==> src/rtl/one_wire_master_top_defines.svh <==
// Assertion macros shared by the single-wire bus master RTL.
// Needs nothing else; expects clk and arst_n in the scope of each use.
`ifndef ONE_WIRE_MASTER_TOP_DEFINES_SVH
`define ONE_WIRE_MASTER_TOP_DEFINES_SVH

`ifndef SYNTH
// Same-cycle implication, checked outside reset.
`define OWM_ASSERT_NOW(label, ante, cons) \
	label: assert property (@(posedge clk) disable iff (!arst_n) (ante) |-> (cons)) \
		else $error("one_wire_master assertion failed");
// Next-cycle implication, checked outside reset.
`define OWM_ASSERT_NEXT(label, ante, cons) \
	label: assert property (@(posedge clk) disable iff (!arst_n) (ante) |=> (cons)) \
		else $error("one_wire_master assertion failed");
`else
`define OWM_ASSERT_NOW(label, ante, cons)
`define OWM_ASSERT_NEXT(label, ante, cons)
`endif

`endif

==> src/rtl/owm_pkg.sv <==
// Package for the single-wire bus master: word types, codes and register reset values.
// Depends on nothing; used by one_wire_master_top.
`timescale 1ns / 1ps

package owm_pkg;

	localparam int OWM_TIME_WIDTH = 10;
	localparam int OWM_ADDR_WIDTH = 5;
	localparam int OWM_DATA_WIDTH = 32;
	localparam int OWM_REG_SEL_WIDTH = OWM_ADDR_WIDTH - 2;

	// Register reset values, microseconds
	localparam int OWM_RESET_LOW_RST = 600;
	localparam int OWM_RESET_RELEASE_RST = 15;
	localparam int OWM_PRESENCE_TIMEOUT_RST = 250;
	localparam int OWM_SHORT_SLOT_RST = 2;
	localparam int OWM_LONG_SLOT_RST = 60;
	localparam int OWM_SAMPLE_DELAY_RST = 12;
	localparam int OWM_READ_RECOVERY_RST = 50;

	// Register indexes (byte address = 4 * index)
	localparam logic [OWM_REG_SEL_WIDTH-1:0] REG_RESET_LOW = 3'd0;
	localparam logic [OWM_REG_SEL_WIDTH-1:0] REG_RESET_RELEASE = 3'd1;
	localparam logic [OWM_REG_SEL_WIDTH-1:0] REG_PRESENCE_TIMEOUT = 3'd2;
	localparam logic [OWM_REG_SEL_WIDTH-1:0] REG_SHORT_SLOT = 3'd3;
	localparam logic [OWM_REG_SEL_WIDTH-1:0] REG_LONG_SLOT = 3'd4;
	localparam logic [OWM_REG_SEL_WIDTH-1:0] REG_SAMPLE_DELAY = 3'd5;
	localparam logic [OWM_REG_SEL_WIDTH-1:0] REG_READ_RECOVERY = 3'd6;

	typedef enum logic [1:0] {
		CMD_TICK = 2'd0,
		CMD_RESET = 2'd1,
		CMD_WRITE = 2'd2,
		CMD_READ = 2'd3
	} cmd_t;

	typedef enum logic [1:0] {
		ST_OK = 2'd0,
		ST_NO_PRESENCE = 2'd1,
		ST_STUCK_LOW = 2'd2
	} status_t;

	typedef enum logic [3:0] {
		PH_IDLE = 4'd0,
		PH_RST_LOW = 4'd1,
		PH_RST_REL = 4'd2,
		PH_RST_WAIT_LOW = 4'd3,
		PH_RST_WAIT_HIGH = 4'd4,
		PH_WR_LOW = 4'd5,
		PH_WR_HIGH = 4'd6,
		PH_RD_LOW = 4'd7,
		PH_RD_DELAY = 4'd8,
		PH_RD_SAMPLE = 4'd9,
		PH_RD_RECOVER = 4'd10
	} phase_t;

	typedef struct packed {
		cmd_t command;
		logic [7:0] tx_byte;
		logic bus_level;
	} cmd_word_t;

	typedef struct packed {
		logic bus_pull_low;
		logic busy_res;
		logic done_res;
		logic [1:0] status;
		logic [7:0] rx_byte;
	} res_word_t;

endpackage

==> src/rtl/one_wire_master_top.sv <==
// Single-wire bus master top level: tick sequencer, input and result registers, APB registers.
// Depends on owm_pkg and one_wire_master_top_defines.svh.
`timescale 1ns / 1ps

`include "one_wire_master_top_defines.svh"

// Single-wire bus master. Feed one word per microsecond tick on the cmd channel; each word
// carries a command (tick only, bus reset, byte write, byte read), the byte to send and the
// bus level sampled on that tick. Every accepted word yields exactly one result word: the
// drive for the line on that tick, busy, a done flag on the finishing tick, the last status
// (ok, no presence, stuck low) and the last byte read. Commands that arrive while busy are
// ignored. Throughput is one word per clock while the result register drains: a word waits
// in the input register, the phase sequencer updates its timer and shift state in a single
// combinational pass, and the result register holds the outcome. While a result waits on
// res_ready the input register still takes one more word, then cmd_ready drops until the
// result drains. Timing registers are written over APB at byte address 4*index (reset low
// time, release time, presence timeout, short slot, long slot, sample delay, read recovery);
// the user must write them only while no word is in flight, as the block does not enforce it.
module one_wire_master_top #(
	parameter int TIME_WIDTH = owm_pkg::OWM_TIME_WIDTH
) (
	input logic clk,
	input logic arst_n,
	input logic cmd_valid,
	output logic cmd_ready,
	input owm_pkg::cmd_word_t cmd_word,
	output logic res_valid,
	input logic res_ready,
	output owm_pkg::res_word_t res_word,
	input logic psel,
	input logic penable,
	input logic pwrite,
	input logic [owm_pkg::OWM_ADDR_WIDTH-1:0] paddr,
	input logic [owm_pkg::OWM_DATA_WIDTH-1:0] pwdata,
	output logic [owm_pkg::OWM_DATA_WIDTH-1:0] prdata,
	output logic pready
);
	import owm_pkg::*;

	localparam logic [TIME_WIDTH-1:0] TIME_ONE = TIME_WIDTH'(1);

	// Timing registers
	logic [TIME_WIDTH-1:0] reset_low_q, reset_release_q, presence_timeout_q;
	logic [TIME_WIDTH-1:0] short_slot_q, long_slot_q, sample_delay_q, read_recovery_q;

	// Input stage and result register
	logic valid_s1;
	cmd_word_t item_s1;
	logic res_valid_q;
	res_word_t res_word_q;
	logic advance, fire;

	// Sequencer state
	phase_t phase_q;
	logic [TIME_WIDTH-1:0] time_left_q;
	logic [2:0] bit_count_q;
	logic [7:0] shift_byte_q;
	status_t last_status_q;
	logic [7:0] read_result_q;

	// State after a command start, then after the tick is worked
	phase_t ph_a, ph_n;
	logic [TIME_WIDTH-1:0] tl_a, tl_n;
	logic [2:0] bc_a, bc_n;
	logic [7:0] sb_a, sb_n;
	status_t st_n, fin_st;
	logic [7:0] rr_n;
	logic fin;
	logic pull;
	logic [OWM_REG_SEL_WIDTH-1:0] reg_sel;
	logic reg_write;

	function automatic logic [TIME_WIDTH-1:0] at_least_one(input logic [TIME_WIDTH-1:0] v);
		return (v == '0) ? TIME_ONE : v;
	endfunction

	// ---------------------------------------------------------------- APB registers
	assign pready = 1'b1;
	assign reg_sel = paddr[OWM_ADDR_WIDTH-1:2];
	assign reg_write = psel && penable && pwrite && pready;

	always_ff @(posedge clk or negedge arst_n) begin
		if (!arst_n) begin
			reset_low_q <= TIME_WIDTH'(OWM_RESET_LOW_RST);
			reset_release_q <= TIME_WIDTH'(OWM_RESET_RELEASE_RST);
			presence_timeout_q <= TIME_WIDTH'(OWM_PRESENCE_TIMEOUT_RST);
			short_slot_q <= TIME_WIDTH'(OWM_SHORT_SLOT_RST);
			long_slot_q <= TIME_WIDTH'(OWM_LONG_SLOT_RST);
			sample_delay_q <= TIME_WIDTH'(OWM_SAMPLE_DELAY_RST);
			read_recovery_q <= TIME_WIDTH'(OWM_READ_RECOVERY_RST);
		end else if (reg_write) begin
			unique case (reg_sel)
				REG_RESET_LOW: reset_low_q <= pwdata[TIME_WIDTH-1:0];
				REG_RESET_RELEASE: reset_release_q <= pwdata[TIME_WIDTH-1:0];
				REG_PRESENCE_TIMEOUT: presence_timeout_q <= pwdata[TIME_WIDTH-1:0];
				REG_SHORT_SLOT: short_slot_q <= pwdata[TIME_WIDTH-1:0];
				REG_LONG_SLOT: long_slot_q <= pwdata[TIME_WIDTH-1:0];
				REG_SAMPLE_DELAY: sample_delay_q <= pwdata[TIME_WIDTH-1:0];
				REG_READ_RECOVERY: read_recovery_q <= pwdata[TIME_WIDTH-1:0];
				default: ;
			endcase
		end
	end

	// Read back, zero-extended
	always_comb begin
		unique case (reg_sel)
			REG_RESET_LOW: prdata = OWM_DATA_WIDTH'(reset_low_q);
			REG_RESET_RELEASE: prdata = OWM_DATA_WIDTH'(reset_release_q);
			REG_PRESENCE_TIMEOUT: prdata = OWM_DATA_WIDTH'(presence_timeout_q);
			REG_SHORT_SLOT: prdata = OWM_DATA_WIDTH'(short_slot_q);
			REG_LONG_SLOT: prdata = OWM_DATA_WIDTH'(long_slot_q);
			REG_SAMPLE_DELAY: prdata = OWM_DATA_WIDTH'(sample_delay_q);
			REG_READ_RECOVERY: prdata = OWM_DATA_WIDTH'(read_recovery_q);
			default: prdata = '0;
		endcase
	end

	// ---------------------------------------------------------------- flow control
	// Advance whenever the result register is empty or being drained; the input
	// register then refills in the same cycle, so words stream one per clock.
	assign advance = !res_valid_q || res_ready;
	assign fire = valid_s1 && advance;
	assign cmd_ready = !valid_s1 || advance;
	assign res_valid = res_valid_q;
	assign res_word = res_word_q;

	always_ff @(posedge clk or negedge arst_n) begin
		if (!arst_n) begin
			valid_s1 <= 1'b0;
		end else if (cmd_ready) begin
			valid_s1 <= cmd_valid;
		end
	end

	// Payload: capture on accept only
	always_ff @(posedge clk) begin
		if (cmd_valid && cmd_ready) begin
			item_s1 <= cmd_word;
		end
	end

	// ---------------------------------------------------------------- command start
	// An idle sequencer takes a reset, write or read command and enters its first phase on this tick.
	always_comb begin
		ph_a = phase_q;
		tl_a = time_left_q;
		bc_a = bit_count_q;
		sb_a = shift_byte_q;
		if (phase_q == PH_IDLE) begin
			unique case (item_s1.command)
				CMD_RESET: begin
					ph_a = PH_RST_LOW;
					tl_a = at_least_one(reset_low_q);
				end
				CMD_WRITE: begin
					sb_a = item_s1.tx_byte;
					bc_a = '0;
					ph_a = PH_WR_LOW;
					tl_a = at_least_one(item_s1.tx_byte[0] ? short_slot_q : long_slot_q);
				end
				CMD_READ: begin
					sb_a = '0;
					bc_a = '0;
					ph_a = PH_RD_LOW;
					tl_a = at_least_one(short_slot_q);
				end
				default: ;
			endcase
		end
	end

	// ---------------------------------------------------------------- next state
	// Count the phase down; at its last tick step to the next phase, skipping
	// zero-length release, sample delay and recovery phases, and close bit slots.
	always_comb begin
		ph_n = ph_a;
		tl_n = tl_a;
		bc_n = bc_a;
		sb_n = sb_a;
		st_n = last_status_q;
		rr_n = read_result_q;
		fin = 1'b0;
		fin_st = ST_OK;
		unique case (ph_a)
			PH_IDLE: ;
			PH_RST_WAIT_LOW: begin
				if (!item_s1.bus_level) begin
					ph_n = PH_RST_WAIT_HIGH;
					tl_n = at_least_one(presence_timeout_q);
				end else if (tl_a <= TIME_ONE) begin
					fin = 1'b1;
					fin_st = ST_NO_PRESENCE;
				end else begin
					tl_n = tl_a - TIME_ONE;
				end
			end
			PH_RST_WAIT_HIGH: begin
				if (item_s1.bus_level) begin
					fin = 1'b1;
					fin_st = ST_OK;
				end else if (tl_a <= TIME_ONE) begin
					fin = 1'b1;
					fin_st = ST_STUCK_LOW;
				end else begin
					tl_n = tl_a - TIME_ONE;
				end
			end
			default: begin
				// Shift the sampled bit in at the top
				if (ph_a == PH_RD_SAMPLE) begin
					sb_n = {item_s1.bus_level, sb_a[7:1]};
				end
				if (tl_a > TIME_ONE) begin
					tl_n = tl_a - TIME_ONE;
				end else begin
					unique case (ph_a)
						PH_RST_LOW: begin
							if (reset_release_q == '0) begin
								ph_n = PH_RST_WAIT_LOW;
								tl_n = at_least_one(presence_timeout_q);
							end else begin
								ph_n = PH_RST_REL;
								tl_n = reset_release_q;
							end
						end
						PH_RST_REL: begin
							ph_n = PH_RST_WAIT_LOW;
							tl_n = at_least_one(presence_timeout_q);
						end
						PH_WR_LOW: begin
							ph_n = PH_WR_HIGH;
							tl_n = at_least_one(sb_a[0] ? long_slot_q : short_slot_q);
						end
						PH_WR_HIGH: begin
							// End of a write slot: drop the bit sent
							sb_n = {1'b0, sb_a[7:1]};
							if (bc_a == 3'd7) begin
								fin = 1'b1;
							end else begin
								bc_n = bc_a + 3'd1;
								ph_n = PH_WR_LOW;
								tl_n = at_least_one(sb_a[1] ? short_slot_q : long_slot_q);
							end
						end
						PH_RD_LOW: begin
							if (sample_delay_q == '0) begin
								ph_n = PH_RD_SAMPLE;
								tl_n = TIME_ONE;
							end else begin
								ph_n = PH_RD_DELAY;
								tl_n = sample_delay_q;
							end
						end
						PH_RD_DELAY: begin
							ph_n = PH_RD_SAMPLE;
							tl_n = TIME_ONE;
						end
						PH_RD_SAMPLE, PH_RD_RECOVER: begin
							if (ph_a == PH_RD_SAMPLE && read_recovery_q != '0) begin
								ph_n = PH_RD_RECOVER;
								tl_n = read_recovery_q;
							end else if (bc_a == 3'd7) begin
								// End of the last read slot
								fin = 1'b1;
								rr_n = sb_n;
							end else begin
								bc_n = bc_a + 3'd1;
								ph_n = PH_RD_LOW;
								tl_n = at_least_one(short_slot_q);
							end
						end
						default: begin
							ph_n = PH_IDLE;
							tl_n = '0;
							bc_n = '0;
						end
					endcase
				end
			end
		endcase
		if (fin) begin
			ph_n = PH_IDLE;
			tl_n = '0;
			bc_n = '0;
			st_n = fin_st;
		end
	end

	// ---------------------------------------------------------------- outputs
	// Drive the line low through the low part of every slot and the reset pulse.
	always_comb begin
		case (ph_a) inside
			PH_RST_LOW, PH_WR_LOW, PH_RD_LOW: pull = 1'b1;
			default: pull = 1'b0;
		endcase
	end

	always_ff @(posedge clk or negedge arst_n) begin
		if (!arst_n) begin
			phase_q <= PH_IDLE;
			time_left_q <= '0;
			bit_count_q <= '0;
			shift_byte_q <= '0;
			last_status_q <= ST_OK;
			read_result_q <= '0;
			res_valid_q <= 1'b0;
		end else begin
			if (advance) begin
				res_valid_q <= valid_s1;
			end
			if (fire) begin
				phase_q <= ph_n;
				time_left_q <= tl_n;
				bit_count_q <= bc_n;
				shift_byte_q <= sb_n;
				last_status_q <= st_n;
				read_result_q <= rr_n;
			end
		end
	end

	// Result payload: load with each worked tick
	always_ff @(posedge clk) begin
		if (fire) begin
			res_word_q.bus_pull_low <= pull;
			res_word_q.busy_res <= (ph_n != PH_IDLE);
			res_word_q.done_res <= fin;
			res_word_q.status <= st_n;
			res_word_q.rx_byte <= rr_n;
		end
	end

	// ---------------------------------------------------------------- assertions
	`OWM_ASSERT_NOW(a_idle_clean, phase_q == PH_IDLE, time_left_q == '0 && bit_count_q == '0)
	`OWM_ASSERT_NOW(a_active_timer, phase_q != PH_IDLE, time_left_q != '0)
	`OWM_ASSERT_NOW(a_done_not_busy, res_valid_q && res_word_q.done_res, !res_word_q.busy_res)
	`OWM_ASSERT_NOW(a_pull_busy, res_valid_q && res_word_q.bus_pull_low, res_word_q.busy_res)
	`OWM_ASSERT_NEXT(a_hold_word, valid_s1 && !advance, valid_s1 && $stable(item_s1))

endmodule
==> config.mk <==
export PLATFORM = sky130hd
export DESIGN_NAME = one_wire_master_top
export DESIGN_NICKNAME = d
export VERILOG_FILES = /design/src/rtl/owm_pkg.sv /design/src/rtl/one_wire_master_top.sv
export VERILOG_INCLUDE_DIRS = /design/src /design/src/rtl
export SDC_FILE = /design/constraint.sdc
export NUM_CORES = 1
export LEC_CHECK = 0
export BUFFER_PORTS_ARGS = -buffer_cell sky130_fd_sc_hd__buf_2
export CAP_MARGIN = 20
export CORE_MARGIN = 2
export CORE_UTILIZATION = 55
export DETAILED_ROUTE_END_ITERATION = 12
export PLACE_DENSITY = 0.79
export SLEW_MARGIN = 20
export SYNTH_ARGS = -nofsm -noshare
export SYNTH_HDL_FRONTEND = slang
export SYNTH_SLANG_ARGS = --single-unit
==> constraint.sdc <==
create_clock -name clk -period 5.5 [get_ports clk]
set_input_delay 1.1 -clock clk [delete_from_list [all_inputs] [get_ports clk]]
set_output_delay 1.1 -clock clk [all_outputs]
set_load 0.02 [all_outputs]
# Word-level counts from Yosys, hierarchy flattened
# Cells that the tools add are included.
dict set report op_classes {
  addsub 2
  n_mul 0
  div 0
  magnitude_cmp 2
  eq_ne 20
  n_shift 0
  muxes 70
  n_bitwise 0
  n_reduce_logical 35
}
# op count
set op_table {}
lappend op_table {{two-way mux 10 bit} 20}
lappend op_table {{one-hot mux 10 bit (7 select lines)} 2}
lappend op_table {{logical NOT 10 bit} 8}
lappend op_table {{two-way mux 8 bit} 10}
lappend op_table {{one-hot mux 10 bit (3 select lines)} 2}
lappend op_table {{two-way mux 4 bit} 7}
lappend op_table {{one-hot mux 4 bit (7 select lines)} 1}
lappend op_table {{two-way mux 3 bit} 7}
lappend op_table {{equality test 4 x 3 -> 1 bit (second input constant)} 4}
lappend op_table {{one-hot mux 8 bit (2 select lines)} 1}
lappend op_table {{AND reduction 2 bit} 7}
lappend op_table {{equality test 3 bit (second input constant)} 4}
lappend op_table {{equality test 4 bit (second input constant)} 3}
lappend op_table {{one-hot mux 4 bit (3 select lines)} 1}
lappend op_table {{two-way mux 1 bit} 11}
lappend op_table {{greater-than comparator 10 x 1 -> 1 bit (second input constant)} 1}
lappend op_table {{<= comparator 10 x 1 -> 1 bit (second input constant)} 1}
lappend op_table {{nonzero test 10 bit} 1}
lappend op_table {{subtractor 10 x 1 -> 10 bit (second input constant)} 1}
lappend op_table {{one-hot mux 3 bit (3 select lines)} 1}
lappend op_table {{equality test 4 x 2 -> 1 bit (second input constant)} 2}
lappend op_table {{logical NOT 4 bit} 2}
lappend op_table {{one-hot mux 4 bit (2 select lines)} 1}
lappend op_table {{equality test 3 x 2 -> 1 bit (second input constant)} 2}
lappend op_table {{other kinds (17)} 29}
dict set report word_totals {
  register_bits 131
  latch_bits 0
  mem_bits_rw 0
  mem_bits_ro 0
  input_bits 55
  output_inout_bits 48
  word_cells 152
  n_memories 0
}

# Logic depth before layout (Yosys ltp)
# Gate-level depths: netlist of the first run.
dict set report logic_depth {
  word_depth 12
  depth_mapped 17
  mapped_depth_nobuf 12
}

# Worst setup path after synthesis of the first run
# No wires, ideal clock.
dict set report synth_path {
  kind {reg2reg}
  start {register phase_q[0]}
  end {register read_result_q[0]}
  setup_time_ps 128
  arrival_ps 3958
  t_required_ps 5372
  setup_slack_ps 1414
  stages_incl_launch_ff 18
  n_path_buf 5
  synth_period_minus_slack_ps 4086
  path_cell_list {dfrtp_1 -> buf_6 -> or4_4 -> buf_6 -> buf_6 -> buf_6 -> nor2_1 -> o2111ai_1 -> a22o_1 -> inv_1 -> ha_1 -> o221ai_2 -> nor4_4 -> nand3_4 -> nor4_4 -> and2_1 -> buf_4 -> mux2_1}
}
dict set report synth_between {
  elab_chain_len 9
  word_cells_on_any_way 22
  cone_classes {order compare (1); eq/ne (5); mux (11); reduce/logical (5)}
}
# element line_no
set synth_lines {}
lappend synth_lines {{from (decl)} one_wire_master_top.sv:54} ;# phase_t phase_q;
lappend synth_lines {{from (signal assigned)} one_wire_master_top.sv:313} ;# phase_q <= ph_n;
lappend synth_lines {{one-hot mux 4 bit (3 select lines) / logical NOT 4 bit (equally long branches)} {one_wire_master_top.sv:151, one_wire_master_top.sv:150}}
lappend synth_lines {{two-way mux 4 bit} one_wire_master_top.sv:150} ;# if (phase_q == PH_IDLE) begin
lappend synth_lines {{equality test 4 bit} {one_wire_master_top.sv:211, one_wire_master_top.sv:217, one_wire_master_top.sv:260}}
lappend synth_lines {{two-way mux 8 bit} one_wire_master_top.sv:211} ;# if (ph_a == PH_RD_SAMPLE) begin
lappend synth_lines {{two-way mux 8 bit} one_wire_master_top.sv:263} ;# end else if (bc_a == 3'd7) begin
lappend synth_lines {{two-way mux 8 bit} one_wire_master_top.sv:260} ;# if (ph_a == PH_RD_SAMPLE && read_recovery_q != '0) begin
lappend synth_lines {{two-way mux 8 bit} one_wire_master_top.sv:217} ;# unique case (ph_a)
lappend synth_lines {{two-way mux 8 bit} one_wire_master_top.sv:214} ;# if (tl_a > TIME_ONE) begin
lappend synth_lines {{two-way mux 8 bit (*)} one_wire_master_top.sv:185} ;# unique case (ph_a)
lappend synth_lines {{to (signal assigned)} one_wire_master_top.sv:318} ;# read_result_q <= rr_n;
lappend synth_lines {{to (decl)} one_wire_master_top.sv:59} ;# logic [7:0] read_result_q;
# Every way passes the cells marked *; elsewhere a longest branch is shown, timed or not.
# A chain may end at the register's enable or synchronous reset.

# Worst setup path in the final report of the first run
dict set report layout_path {
  start {register phase_q[1]}
  end {register read_result_q[2]}
}
# The elaborated chain is that of the path after synthesis.

==> impl_metrics.yaml, run 1 <==
power:
  power_density_nw_per_um2: 484
  ir_drop_uv: 282
  p_leak_nw: 4.02
global_routing:
  grt_overflow_total: 0
  grt_max_degree: 63
  grt_pass1_vias: 7316
  grt_pass1_wl_um: 43200
  grtUsageTotal: 0.347
  antenna_found_initial: 0
worst_setup_path:
  critPathLaunchType: "flip-flop"
  critPathKind: "reg2reg"
  crit_family: "simple AND/OR/NAND/NOR gates"
  r2r-start: "phase_q[1]"
  cpMostUsedCell: "nor4_4"
  rrSetupSlack_ns: 0.84
  cp_max_fo: 23
  cp_cell_sequence: "or4_4, nor2_1, o2111ai_1, a22o_1, inv_1, ha_1, o221ai_2, nor4_4, nand3_4, nor4_4, buf_4, and2_1, mux2_1"
  cp-end-kind: "flip-flop"
  cp.required_ns: 5.81
  cpMaxStageDelayCell: "or4_4"
  crit_buf_inv: 2
  startpoint: "phase_q[1]"
  cpPeakStageDelay_ns: 0.72
  worst_r2r_path_depth: 13
  reg2reg_to: "read_result_q[2]"
  worstPathArrival_ns: 4.96
  crit_end: "read_result_q[2]"
  cp.depth: 13
synth:
  synthCells: 871
  yosysSeqAreaShare: 0.398
  synth_edf_count: 24
  synth-main-ff-cell: "dfrtp_1"
  ys_ff_latch: 131
  yosysUniqueCellTypes: 79
  synth_area_per_cell_um2: 9.89
  synth_area_um2: 8610
  ys_async_sr_fraction: 0.817
  ys_warn_count: 0
floorplan:
  start_util: 0.564
  die_y_um: 129
  dieArea_um2: 16700
  die_w_um: 129
  rows: 45
  coreArea_um2: 15300
  num_io_pins: 103
detailed_routing:
  routed_via_density: 6.91
  drtPass1Iterations: 6
  wl_per_cell_um: 24.5
  drc_errors: 0
  via_count: 7885
  drt-initial-drc-count: 1214
  postRouteAntennaNets: 0
  routed_wl_um: 28000
timing:
  setup_tns_ns: 0
  drv_slew: 0
  setup_viol: 0
  fin_crit_sh: 0.847
  clock-skew-final_ns: 0.00981
  period_minus_slack_ns: 4.66
  tightest_slew_ns: 1.11
  finalHoldViolCount: 0
  fmax_ghz: 0.215
  max-slew-margin-rel: 0.254
  rsz0062_at_grt: "false"
hold_path:
  min_path_type: "reg2reg"
clock_tree:
  cts_buffers: 17
  postCtsSetupBuffers: 0
  ctsHoldBuffers: 0
  clock_latency_ns: 0.43
  cts-root-buf: "clkbuf_16"
  path_clk_slew_ns: 0.06
  cts_num_sinks: 131
  cts_tree: "yes"
  cts-resized-gates: 0
  htreeDepth: 4
  clockBufferDepth: 2
cells_and_area:
  layout_commonest_cell: "mux2_2"
  seq_area_um2: 3430
  final_cell_mix: "mux2_2 (97), dfrtp_1 (83), nand2_1 (76), nor2_1 (58)"
  area_growth_pct: 12.0
  num-nets-final: 975
  drive_above_1_share: 0.280
  final_cells: 1141
  n_antenna_cell: 0
  nFillCells: 1205
  multi_input_area_um2: 4820
  fin_area_um2: 9650
placement:
  dp_hpwl_um: 19400
  gp_congestion: 1.03
  place_inst: 1109
  numPortBuffers: 55
  postPlaceCellArea_um2: 9040
run_status:
  status: "finished, final reports clean"
run:
  maxCapViolations: 0
==> report_power, final <==
part | total [mW] | switching (mW) | internal [mW] | leakage, nW
Combinational | 1.99 | 1.23 | 0.763 | 2.18
Clock | 1.18 | 0.461 | 0.718 | 0.290
Sequential | 1.50 | 0.282 | 1.22 | 1.55
==> worst min-delay path by stage <==
| stage | slack, ns | to | cells after the start | startpoint |
|---|---|---|---|---|
| final | 0.48 | shift_byte_q[2] | 2 | shift_byte_q[2] |
| after global routing | 0.51 | shift_byte_q[3] | 2 | shift_byte_q[3] |
| after detailed placement | 0.46 | bit_count_q[0] | 2 | bit_count_q[0] |
| after floorplan | 0.43 | bit_count_q[0] | 2 | bit_count_q[0] |
| after global placement | 0.46 | bit_count_q[0] | 2 | bit_count_q[0] |
| after CTS | 0.49 | shift_byte_q[2] | 2 | shift_byte_q[2] |
==> registers in the layout, summed over array words and instances (netlist names) <==
| name | cells |
|---|---|
| bit_count_q | 3 |
| item_s1 | 11 |
| last_status_q | 2 |
| long_slot_q | 10 |
| phase_q | 4 |
| presence_timeout_q | 10 |
| read_recovery_q | 10 |
| read_result_q | 8 |
| res_valid | 1 |
| res_word | 13 |
| reset_low_q | 10 |
| reset_release_q | 10 |
| sample_delay_q | 10 |
| shift_byte_q | 8 |
| short_slot_q | 10 |
| time_left_q | 10 |
| valid_s1 | 1 |
==> area by class of cell <==
class | count | share of cell area
Clock buffer | 18 | 0.0445
Clock inverter | 14 | 0.0182
Inverter | 15 | 0.00584
Multi-Input combinational cell | 671 | 0.500
Sequential cell | 131 | 0.355
Tap cell | 211 | 0.0274
Timing Repair Buffer | 81 | 0.0490
==> kinds of logic (layout without fill, tap and decap cells) <==
kind of cell             after synthesis  after routing  share of synthesized area
AND/OR/NAND/NOR                      255            255                      0.151
adder cells (fa/ha/maj)                3              3                    0.00436
multiplexers                         142            142                      0.186
AO/OA/AOI/OAI                        244            244                      0.201
other                                  2             23                   0.000872
XOR/XNOR                               4              4                    0.00407
buffers and inverters                 90            128                     0.0543
flip-flops                           131            131                      0.398
==> per-layer routing <==
metal  vias up  global-route usage  routed length (µm)
met4         0               0.175                1410
met3       135               0.101                3410
met2       624               0.498               12200
met1      3733               0.478               11000
li1       3393                   -                   -
met5         -                   0                   0
==> synth_stat cells (15+ instances only) <==
library cell | count | area, µm²
nor2_1 | 60 | 225
clkbuf_1 | 36 | 135
dfrtp_1 | 83 | 2080
dfstp_2 | 24 | 631
o21ai_0 | 44 | 220
mux2i_1 | 33 | 330
inv_1 | 15 | 56.3
buf_4 | 25 | 188
a21oi_1 | 54 | 270
mux2_2 | 97 | 1090
nand2_1 | 76 | 285
edfxtp_1 | 24 | 721
==> metrics by stage <==
stage / power, mW / hold slack (ns) / utilization / setup slack (ns)
after global placement: 3.36 / 0.461 / 0.592 / 1.02
after floorplan: 2.82 / 0.435 / - / 1.41
after CTS: 4.59 / 0.485 / 0.632 / 0.897
after detailed placement: 3.40 / 0.463 / 0.592 / 0.931
final: 4.67 / 0.480 / 0.632 / 0.844
after global routing: 4.88 / 0.512 / 0.632 / 0.611
==> worst reg2reg max path, cell delays in order (launching register included) <==
cell and delay, ns:
dfrtp_1 0.39, or4_4 0.72, nor2_1 0.27, o2111ai_1 0.20, a22o_1 0.33, inv_1 0.14
ha_1 0.30, o221ai_2 0.15, nor4_4 0.41, nand3_4 0.31, nor4_4 0.33, buf_4 0.22
and2_1 0.38, mux2_1 0.38
(Power assumes the default switching activity.)
==> inputs of run 2 (changes only) <==
==> constraint.sdc (replaced) <==
create_clock -name clk -period 4.5 [get_ports clk]
set_input_delay 0.9 -clock clk [delete_from_list [all_inputs] [get_ports clk]]
set_output_delay 0.9 -clock clk [all_outputs]
set_load 0.02 [all_outputs]
==> run 2 against run 1 <==
Core utilization grew 1.0 points. Sequential power is 21% higher. Power increased by 23%. Critical path type unchanged.
==> impl_metrics.yaml, run 2 (synthesis results as in run 1) <==
placement:
  numPortBuffers: 55
  gp_congestion: 1.04
  place_inst: 1135
  dp_hpwl_um: 21300
floorplan:
  die_y_um: 129
  die_w_um: 129
  start_util: 0.564
  rows: 45
  num_io_pins: 103
  coreArea_um2: 15300
  dieArea_um2: 16700
clock_tree:
  clockBufferDepth: 2
  clock_latency_ns: 0.44
  ctsHoldBuffers: 0
  cts_buffers: 17
  path_clk_slew_ns: 0.06
  postCtsSetupBuffers: 0
  cts-resized-gates: 0
  cts_num_sinks: 131
  cts-root-buf: "clkbuf_16"
  cts_tree: "yes"
  htreeDepth: 4
timing:
  finalHoldViolCount: 0
  tightest_slew_ns: 1.11
  max-slew-margin-rel: 0.255
  rsz0062_at_grt: "false"
  setup_viol: 0
  drv_slew: 0
  period_minus_slack_ns: 4.13
  fmax_ghz: 0.242
  setup_tns_ns: 0
  fin_crit_sh: 0.919
  clock-skew-final_ns: 0.00885
cells_and_area:
  layout_commonest_cell: "mux2_2"
  largest_reg_flops: 13
  area_growth_pct: 13.8
  num-nets-final: 1001
  final_cell_mix: "mux2_2 (97), dfrtp_1 (83), nand2_1 (76), nor2_1 (59)"
  n_antenna_cell: 0
  drive_above_1_share: 0.299
  final_cells: 1167
  seq_area_um2: 3430
  multi_input_area_um2: 4820
  utilization: 0.642
  nFillCells: 1223
power:
  power_density_nw_per_um2: 588
  switching_share: 0.433
  clkPwrFrac: 0.233
  internal_power_mw: 3.27
  p_leak_nw: 4.13
  p_seq_frac: 0.314
  combPwrFrac: 0.453
  ir_drop_uv: 363
  p_sw_mw: 2.49
global_routing:
  grt_max_degree: 47
  grtUsageTotal: 0.362
  grt_pass1_vias: 7540
  grt_overflow_total: 0
  antenna_found_initial: 0
  grt_pass1_wl_um: 44900
detailed_routing:
  routed_wl_um: 29300
  drtPass1Iterations: 6
  via_count: 7918
  wl_per_cell_um: 25.1
  drc_errors: 0
  postRouteAntennaNets: 0
  drt-initial-drc-count: 1006
  routed_via_density: 6.78
hold_path:
  min_path_type: "in2async"
worst_setup_path:
  rrSetupSlack_ns: 0.37
  critPathKind: "reg2reg"
  cp-end-kind: "flip-flop"
  cp_max_fo: 12
  cp.required_ns: 4.81
  critPathLaunchType: "flip-flop"
  worstPathArrival_ns: 4.44
run_status:
  status: "finished, final reports clean"
run:
  maxCapViolations: 0
[run 2: cell count changes in the layout (fill, tap and decap cells not counted), sizes merged]
cell	delta
inv	+4
clkinv	-2
buf	+26
clkbuf	+1
bufinv	-3
[run 2: routing by layer]
layer  track usage  part of all wire  wire length [µm]  up-vias
li1              -                 -                 -     3437
met2         0.541              0.45             13200      541
met5             0                 0                 0        -
met4         0.139             0.032               947        0
met3        0.0945              0.10              3080       83
met1         0.506              0.41             12100     3857
[run 2: path summary, 6_finish.rpt]
path                                 from               endpoint  cells after the start
max                        long_slot_q[1]       read_result_q[1]                     11
max reg2reg                long_slot_q[1]       read_result_q[1]                     11
min reg2reg                bit_count_q[0]         bit_count_q[0]                      2
max in group asynchronous          arst_n  presence_timeout_q[6]                      2
min                                arst_n     read_recovery_q[3]                      1
min in group clk           bit_count_q[0]         bit_count_q[0]                      2
[run 2: critical path: stages (launching register included)]
cell,delay [ns]
dfrtp_1,0.42
nor4_1,0.49
nand3_1,0.17
o311ai_0,0.60
a22o_1,0.31
ha_1,0.19
o221ai_2,0.13
nor4_4,0.25
nand3_4,0.26
nor4_4,0.34
and2_1,0.42
mux2_1,0.38
[run 2: power by group through the flow]
stage	clock network [mW]	logic (mW)	registers (mW)
floorplan	0	1.76	1.69
global placement	0	2.47	1.80
detailed placement	0	2.51	1.80
CTS	1.36	2.53	1.78
global route	1.41	2.79	1.83
finish	1.34	2.61	1.81
[run 2: through the flow]
step                setup slack [ns]  power (mW)  hold slack (ns)  instance area (µm²)
global route                  0.0398        6.02            0.478                 9800
global placement               0.553        4.27            0.463                 9230
floorplan                      0.414        3.45            0.435                 8690
CTS                            0.405        5.67            0.455                 9800
detailed placement             0.441        4.31            0.464                 9230
finish                         0.365        5.76            0.439                 9800
[run 2: area by class of cell]
cell class,count,area share
multi-input combinational,671,0.492
sequential,131,0.350
timing repair buffer,107,0.0682
clock buffer,19,0.0464
tap,211,0.0269
clock inverter,13,0.0112
inverter,15,0.00575
